File: src/hdl/sdss_pkg.sv
// ----------------------------------------------------------------------------
// sdss_pkg
// Shared types, widths and constants of the seven-segment display driver.
// ----------------------------------------------------------------------------
package sdss_pkg;

    localparam int unsigned COUNT_W    = 20;
    localparam int unsigned GRID_W     = 8;
    localparam int unsigned SEG_W      = 7;
    localparam int unsigned DIGIT_W    = 4;
    localparam int unsigned MAX_DIGITS = 8;
    localparam int unsigned RECIP_W    = 21;
    localparam int unsigned PROD_W     = COUNT_W + RECIP_W;

    // largest value a single decimal digit may take
    localparam logic [COUNT_W-1:0] DIGIT_MAX = COUNT_W'(9);
    localparam logic [SEG_W-1:0]   SEG_BLANK = '0;
    localparam logic [GRID_W-1:0]  GRID_ALL_OFF = '1;

    // count / 10^k == (count * RECIP_MUL[k]) >> RECIP_SHIFT[k] for any 20-bit count
    localparam logic [RECIP_W-1:0] RECIP_MUL [MAX_DIGITS] = '{
        21'd1048576, 21'd1677722, 21'd1342178, 21'd1073742,
        21'd1717987, 21'd1374390, 21'd1099512, 21'd1759219
    };
    localparam int unsigned RECIP_SHIFT [MAX_DIGITS] = '{
        20, 24, 27, 30, 34, 37, 40, 44
    };

    typedef enum logic {
        OP_LOAD = 1'b0,
        OP_TICK = 1'b1
    } t_op;

    typedef struct packed {
        logic valid;
        t_op  op;
    } t_stage_ctrl;

    // common-cathode code, gfedcba
    function automatic logic [SEG_W-1:0] seg_of(input logic [DIGIT_W-1:0] digit);
        logic [SEG_W-1:0] code;
        unique case (digit)
            4'd0:    code = 7'h3f;
            4'd1:    code = 7'h06;
            4'd2:    code = 7'h5b;
            4'd3:    code = 7'h4f;
            4'd4:    code = 7'h66;
            4'd5:    code = 7'h6d;
            4'd6:    code = 7'h7d;
            4'd7:    code = 7'h07;
            4'd8:    code = 7'h7f;
            4'd9:    code = 7'h6f;
            default: code = SEG_BLANK;
        endcase
        return code;
    endfunction

endpackage

File: src/hdl/sdss_if.sv
// ----------------------------------------------------------------------------
// sdss_in_if / sdss_out_if
// Valid/ready channels of the display driver: commands in, scan words out.
// ----------------------------------------------------------------------------
interface sdss_in_if;
    logic        valid;
    logic        ready;
    logic        op;
    logic [19:0] count_value;

    modport source (output valid, output op, output count_value, input ready);
    modport sink   (input valid, input op, input count_value, output ready);
endinterface

interface sdss_out_if;
    logic       valid;
    logic       ready;
    logic [7:0] grid_byte;
    logic [6:0] segment_byte;

    modport source (output valid, output grid_byte, output segment_byte, input ready);
    modport sink   (input valid, input grid_byte, input segment_byte, output ready);
endinterface

File: src/hdl/sdss_quot.sv
// ----------------------------------------------------------------------------
// sdss_quot
// Input register and decimal quotient stage: count / 10^k for every digit.
// ----------------------------------------------------------------------------
module sdss_quot
    import sdss_pkg::*;
#(
    parameter int unsigned NUM_DIGITS = 6
) (
    input  logic               i_clk,
    input  logic               i_rst_n,
    sdss_in_if.sink            i_in,
    input  logic               i_ready,
    output t_stage_ctrl        o_ctrl,
    output logic [COUNT_W-1:0] o_quot [NUM_DIGITS]
);

    logic               r_s0_valid;
    t_op                r_s0_op;
    logic [COUNT_W-1:0] r_s0_count;

    logic               r_s1_valid;
    t_op                r_s1_op;
    logic [COUNT_W-1:0] r_quot [NUM_DIGITS];
    logic [COUNT_W-1:0] n_quot [NUM_DIGITS];

    logic s1_ready;

    assign s1_ready   = !r_s1_valid || i_ready;
    // no word is taken while reset is held
    assign i_in.ready = i_rst_n && (!r_s0_valid || s1_ready);

    // reciprocal multiply per digit, all independent
    always_comb begin
        logic [PROD_W-1:0] prod;
        for (int k = 0; k < NUM_DIGITS; k++) begin
            prod      = PROD_W'(r_s0_count) * PROD_W'(RECIP_MUL[k]);
            n_quot[k] = COUNT_W'(prod >> RECIP_SHIFT[k]);
        end
    end

    always_ff @(posedge i_clk) begin
        if (!i_rst_n) begin
            r_s0_valid <= 1'b0;
            r_s1_valid <= 1'b0;
        end else begin
            if (i_in.ready) begin
                r_s0_valid <= i_in.valid;
            end
            if (s1_ready) begin
                r_s1_valid <= r_s0_valid;
            end
        end
    end

    always_ff @(posedge i_clk) begin
        if (i_in.ready && i_in.valid) begin
            r_s0_op    <= t_op'(i_in.op);
            r_s0_count <= i_in.count_value;
        end
        if (s1_ready && r_s0_valid) begin
            r_s1_op <= r_s0_op;
            r_quot  <= n_quot;
        end
    end

    assign o_ctrl.valid = r_s1_valid;
    assign o_ctrl.op    = r_s1_op;
    assign o_quot       = r_quot;

endmodule

File: src/hdl/sdss_scan.sv
// ----------------------------------------------------------------------------
// sdss_scan
// Digit extraction, code store, scan pointer and output register.
// ----------------------------------------------------------------------------
module sdss_scan
    import sdss_pkg::*;
#(
    parameter int unsigned NUM_DIGITS = 6
) (
    input  logic               i_clk,
    input  logic               i_rst_n,
    input  t_stage_ctrl        i_ctrl,
    input  logic [COUNT_W-1:0] i_quot [NUM_DIGITS],
    output logic               o_ready,
    sdss_out_if.source         o_out
);

    localparam int unsigned POS_W = (NUM_DIGITS > 1) ? $clog2(NUM_DIGITS) : 1;
    localparam logic [POS_W-1:0]  POS_LAST = POS_W'(NUM_DIGITS - 1);
    localparam logic [GRID_W-1:0] TOP_BIT  = GRID_W'(1 << (NUM_DIGITS - 1));

    logic [SEG_W-1:0]  r_codes [NUM_DIGITS];
    logic [SEG_W-1:0]  n_codes [NUM_DIGITS];
    logic [POS_W-1:0]  r_pos;
    logic [POS_W-1:0]  n_pos;
    logic              r_out_valid;
    logic [GRID_W-1:0] r_grid;
    logic [GRID_W-1:0] n_grid;
    logic [SEG_W-1:0]  r_seg;
    logic [SEG_W-1:0]  n_seg;

    logic             out_ready;
    logic             step;
    logic             load;
    logic [POS_W-1:0] cur_pos;

    assign out_ready = !r_out_valid || o_out.ready;
    assign o_ready   = out_ready;
    assign step      = i_ctrl.valid && out_ready;
    assign load      = (i_ctrl.op == OP_LOAD);

    // digit k = q[k] - 10*q[k+1]; the top digit is the whole remaining quotient
    always_comb begin
        logic [COUNT_W-1:0] diff;
        for (int k = 0; k < NUM_DIGITS - 1; k++) begin
            diff       = i_quot[k] - (i_quot[k+1] << 3) - (i_quot[k+1] << 1);
            n_codes[k] = seg_of(diff[DIGIT_W-1:0]);
        end
        if (i_quot[NUM_DIGITS-1] > DIGIT_MAX) begin
            n_codes[NUM_DIGITS-1] = SEG_BLANK;
        end else begin
            n_codes[NUM_DIGITS-1] = seg_of(i_quot[NUM_DIGITS-1][DIGIT_W-1:0]);
        end
    end

    always_comb begin
        cur_pos = load ? '0 : r_pos;
        n_seg   = load ? n_codes[0] : r_codes[r_pos];
        n_grid  = GRID_ALL_OFF ^ (TOP_BIT >> cur_pos);
        n_pos   = (cur_pos == POS_LAST) ? '0 : cur_pos + POS_W'(1);
    end

    always_ff @(posedge i_clk) begin
        if (!i_rst_n) begin
            r_out_valid <= 1'b0;
            r_pos       <= '0;
            for (int k = 0; k < NUM_DIGITS; k++) begin
                r_codes[k] <= SEG_BLANK;
            end
        end else begin
            if (out_ready) begin
                r_out_valid <= i_ctrl.valid;
            end
            if (step) begin
                r_pos <= n_pos;
                if (load) begin
                    r_codes <= n_codes;
                end
            end
        end
    end

    always_ff @(posedge i_clk) begin
        if (step) begin
            r_grid <= n_grid;
            r_seg  <= n_seg;
        end
    end

    assign o_out.valid        = r_out_valid;
    assign o_out.grid_byte    = r_grid;
    assign o_out.segment_byte = r_seg;

endmodule

File: src/hdl/six_digit_seven_segment_driver_unit.sv
// throughput: one command per cycle while the scan output is not stalled,
// set by the three-register pipeline
// (input register, per-digit reciprocal multiply, digit/code/scan stage)
// reset: synchronous, active low; clears the digit codes to blank and the
// scan pointer to the ones digit, and empties the pipeline
// ----------------------------------------------------------------------------
// six_digit_seven_segment_driver_unit
// Multiplexed decimal display driver: loads a binary count as seven-segment
// codes and scans one digit per tick with an active-low grid byte.
// ----------------------------------------------------------------------------
module six_digit_seven_segment_driver_unit
    import sdss_pkg::*;
#(
    parameter int unsigned NUM_DIGITS = 6
) (
    input  logic       i_clk,
    input  logic       i_rst_n,
    sdss_in_if.sink    i_in,
    sdss_out_if.source o_out
);

    t_stage_ctrl        quot_ctrl;
    logic [COUNT_W-1:0] quot [NUM_DIGITS];
    logic               scan_ready;

    sdss_quot #(
        .NUM_DIGITS (NUM_DIGITS)
    ) u_quot (
        .i_clk   (i_clk),
        .i_rst_n (i_rst_n),
        .i_in    (i_in),
        .i_ready (scan_ready),
        .o_ctrl  (quot_ctrl),
        .o_quot  (quot)
    );

    sdss_scan #(
        .NUM_DIGITS (NUM_DIGITS)
    ) u_scan (
        .i_clk   (i_clk),
        .i_rst_n (i_rst_n),
        .i_ctrl  (quot_ctrl),
        .i_quot  (quot),
        .o_ready (scan_ready),
        .o_out   (o_out)
    );

endmodule

File: src/flat_wrapper.sv
// flat-port wrapper written by rule: the top's interface ports become plain ports
module six_digit_seven_segment_driver_unit_flat import sdss_pkg::*;
#(
    parameter int unsigned NUM_DIGITS = 6
)
  (i_clk, i_rst_n, i_in_valid, i_in_op, i_in_count_value, i_in_ready, o_out_valid, o_out_grid_byte, o_out_segment_byte, o_out_ready);
  sdss_in_if i_in_i ();
  sdss_out_if o_out_i ();
  input  logic i_clk;
  input  logic i_rst_n;
  input wire logic [$bits(i_in_i.valid)-1:0] i_in_valid;
  input wire logic [$bits(i_in_i.op)-1:0] i_in_op;
  input wire logic [$bits(i_in_i.count_value)-1:0] i_in_count_value;
  output wire logic [$bits(i_in_i.ready)-1:0] i_in_ready;
  output wire logic [$bits(o_out_i.valid)-1:0] o_out_valid;
  output wire logic [$bits(o_out_i.grid_byte)-1:0] o_out_grid_byte;
  output wire logic [$bits(o_out_i.segment_byte)-1:0] o_out_segment_byte;
  input wire logic [$bits(o_out_i.ready)-1:0] o_out_ready;
  assign i_in_i.valid = i_in_valid;
  assign i_in_i.op = i_in_op;
  assign i_in_i.count_value = i_in_count_value;
  assign i_in_ready = i_in_i.ready;
  assign o_out_valid = o_out_i.valid;
  assign o_out_grid_byte = o_out_i.grid_byte;
  assign o_out_segment_byte = o_out_i.segment_byte;
  assign o_out_i.ready = o_out_ready;
  six_digit_seven_segment_driver_unit #(.NUM_DIGITS(NUM_DIGITS)) u_core (.i_clk(i_clk), .i_rst_n(i_rst_n), .i_in(i_in_i), .o_out(o_out_i));
endmodule
File: config.mk
export PLATFORM = sky130hd
export DESIGN_NAME = six_digit_seven_segment_driver_unit_flat
export DESIGN_NICKNAME = d
export VERILOG_FILES = /design/src/hdl/sdss_pkg.sv /design/src/hdl/sdss_if.sv /design/src/hdl/sdss_quot.sv /design/src/hdl/sdss_scan.sv /design/src/hdl/six_digit_seven_segment_driver_unit.sv /design/src/flat_wrapper.sv
export SDC_FILE = /design/constraint.sdc
export NUM_CORES = 2
export LEC_CHECK = 0
export BUFFER_PORTS_ARGS = -buffer_cell sky130_fd_sc_hd__buf_2
export CAP_MARGIN = 10
export CORE_ASPECT_RATIO = 1.2
export CORE_UTILIZATION = 40
export CTS_BUF_LIST = sky130_fd_sc_hd__clkbuf_2 sky130_fd_sc_hd__clkbuf_4 sky130_fd_sc_hd__clkbuf_8
export DETAILED_ROUTE_END_ITERATION = 7
export GPL_ROUTABILITY_DRIVEN = 0
export PLACE_DENSITY = 0.66
export SLEW_MARGIN = 30
export SYNTH_ARGS = -nofsm -noshare
export SYNTH_HDL_FRONTEND = slang
export SYNTH_HIERARCHICAL = 1
export SYNTH_SLANG_ARGS = --single-unit
File: constraint.sdc
create_clock -name i_clk -period 9.5 [get_ports i_clk]
set_clock_uncertainty 0.1 [all_clocks]
set_input_delay 2.85 -clock i_clk [delete_from_list [all_inputs] [get_ports i_clk]]
set_output_delay 2.85 -clock i_clk [all_outputs]
set_load 0.005 [all_outputs]
==> run_results.csv <==
group,metric,value,unit
status,status,"completed",
floorplan,start_util,40.36,%
setup_path,critical_path.cell_chain,"buf_4, ha_1, inv_1, fa_1, inv_1, fa_1, inv_1, fa_1, inv_1, fa_1, fa_1, fa_1, ha_1, nand4_1, nor2_1, a211oi_1, nor3_1, a311oi_1, o311ai_0, a21oi_1, xnor2_1",
sta,setup_ws,2150,ps
clock_network,cts_tree,"done",
drt,drt_iter0_drc,1704,
clock_network,clk_pin_slew,140,ps
sta,fin_setup_tns,0,ps
drt,vias_per_cell,5.204,
clock_network,insertion_delay,470,ps
cells_and_area,fin_nets,4777,
job,maxCapViolCount,0,
floorplan,dieWidth,266.7,um
cells_and_area,syn_to_final_growth,5.761,%
global_routing,grt_start_max_net_pins,48,
logic_synthesis,syn_inst,3307,
floorplan,rows,116,
logic_synthesis,synth_area,33620,um2
setup_path,slowest_delay,900,ps
floorplan,die_area,85220,um2
setup_path,setup.worst_path.start_class,"flip-flop",
placed_design,place.detailed.hpwl,87150,um
sta,max_slew_margin,31.66,%
sta,worst_pin_slew,1025,ps
drt,remaining_drc_errors,0,
clock_network,cts_setup_buffers,0,
global_routing,grt_pass1_vias,25724,
clock_network,clock-sinks,107,
sta,finalCritPeriodShare,77.37,%
placed_design,numPortBuffers,39,
setup_path,endpoint_kind,"flip-flop",
drt,drt-total-wl,101200,um
clock_network,ctsHoldBuffers,0,
setup_path,crit_slowest_cell,"edfxtp_1",
global_routing,grt_pass1_wl,154400,um
global_routing,grt_usage,24.83,%
hold_path,min_path_type,"flip-flop to flip-flop",
setup_path,critPathArrivalTime,7450,ps
sta,hold_viol,0,
floorplan,io_pins,42,
clock_network,root_buffer,"clkbuf_8",
floorplan,core_area,83310,um2
clock_network,cts_made_buffers,9,
sta,setup_viol,0,
sta,drv_slew,0,
clock_network,ctsResizeCount,0,
setup_path,cp.required,9600,ps
logic_synthesis,yosysWarnings,6,
drt,via_count,23419,
clock_network,cts-htree-levels,3,
setup_path,path_class,"flip-flop to flip-flop",
placed_design,dp_slack,2338,ps
global_routing,antenna_found_initial,2,
floorplan,die_h,319.6,um
drt,antenna_left,0,
cells_and_area,drive_gt1_share,4.177,%
sta,max_freq,136.0,MHz
global_routing,overflow,0,
clock_network,cts_buffer_depth,2,
logic_synthesis,avgSynthCellArea,10.17,um2
sta,rsz0062_at_grt,"false",
setup_path,crit_top_cell,"fa_1",
drt,drt-pass1-iter-count,5,
drt,wl_per_cell,22.49,um
sta,period_needed,7350,ps
cells_and_area,finalCoreUtilization,42.68,%
setup_path,crit_path_max_fanout,15,
-- area by class of cell --
type / count / area (um2)
clock buffer: 9 / 123.9
timing repair buffer: 77 / 480.5
clock inverter: 7 / 91.34
sequential: 107 / 2733
inverter: 988 / 3709
multi-input combinational: 2188 / 27010
fill: 8037 / 47750
tap: 1121 / 1403
antenna: 3 / 7.507
-- layout by cell type (no fill, tap or decap), drive strengths merged, types with 9 or more instances in the layout --
master    n
o21ai    84
conb     18
xor2     18
edfxtp   59
dfxtp    48
nor2b    17
ha      758
mux2i    10
a21o     60
and2      9
and3     15
fa      623
a21oi   122
xnor2    32
clkbuf    9
a31oi    12
nor3     23
inv     991
nand3    40
nor2     91
buf      77
and4      9
nand2    85
nand4    12
-- routing by layer --
layer,GRT usage [%],wire length [um],up-vias
met1,28.06,36960,11622
met5,0,0,-
met4,18.39,9019,0
met2,41.10,47460,930
met3,5.390,7769,345
li1,-,-,10522
-- sequential cells by signal (all words and copies together) (netlist names) --
register                          flops
u_core/u_scan/o_out.valid             1
u_core/u_quot/r_s0_op                 1
u_core/u_quot/o_quot                 24
u_core/u_scan/o_out.grid_byte         6
u_core/u_scan/r_codes                42
u_core/u_quot/r_s1_op                 1
u_core/u_quot/r_s0_count             20
u_core/u_quot/r_s0_valid              1
u_core/u_scan/r_pos                   3
u_core/u_quot/r_s1_valid              1
u_core/u_scan/o_out.segment_byte      7
-- stage by stage --
| step | hold WS (ps) | area [um2] | cells |
|---|---|---|---|
| 2_1_floorplan | 300.3 | 33680 | 3323 |
| 3_5_place_dp | 319.3 | 35330 | 4481 |
| 3_3_place_gp | 304.5 | 35330 | 4481 |
| 6_report | 340.0 | 35560 | 4500 |
| 4_1_cts | 343.1 | 35540 | 4497 |
| 5_1_grt | 346.1 | 35560 | 4499 |
-- worst paths after layout --
check	from	to	slack, ps	depth (start not counted)
max	u_core/u_quot/r_s0_count[10]	u_core/u_quot/o_quot[23]	2150	21
min	u_core/u_quot/r_s0_op	u_core/u_quot/r_s1_op	340	0
max reg2reg	u_core/u_quot/r_s0_count[10]	u_core/u_quot/o_quot[23]	2150	21
min reg2reg	u_core/u_quot/r_s0_op	u_core/u_quot/r_s1_op	340	0
-- critical path: cells and delay by family, from the launching register on --
| kind | cells | cell delay [ps] |
|---|---|---|
| compound gates | 4 | 930 |
| xor+xnor | 1 | 90 |
| fa+ha+maj | 8 | 3890 |
| flops | 1 | 900 |
| simple gates | 3 | 250 |
| buf+inv | 5 | 900 |
Power is not shown: default switching activity piles up to over one toggle a cycle in this logic, so the estimate is an artifact.
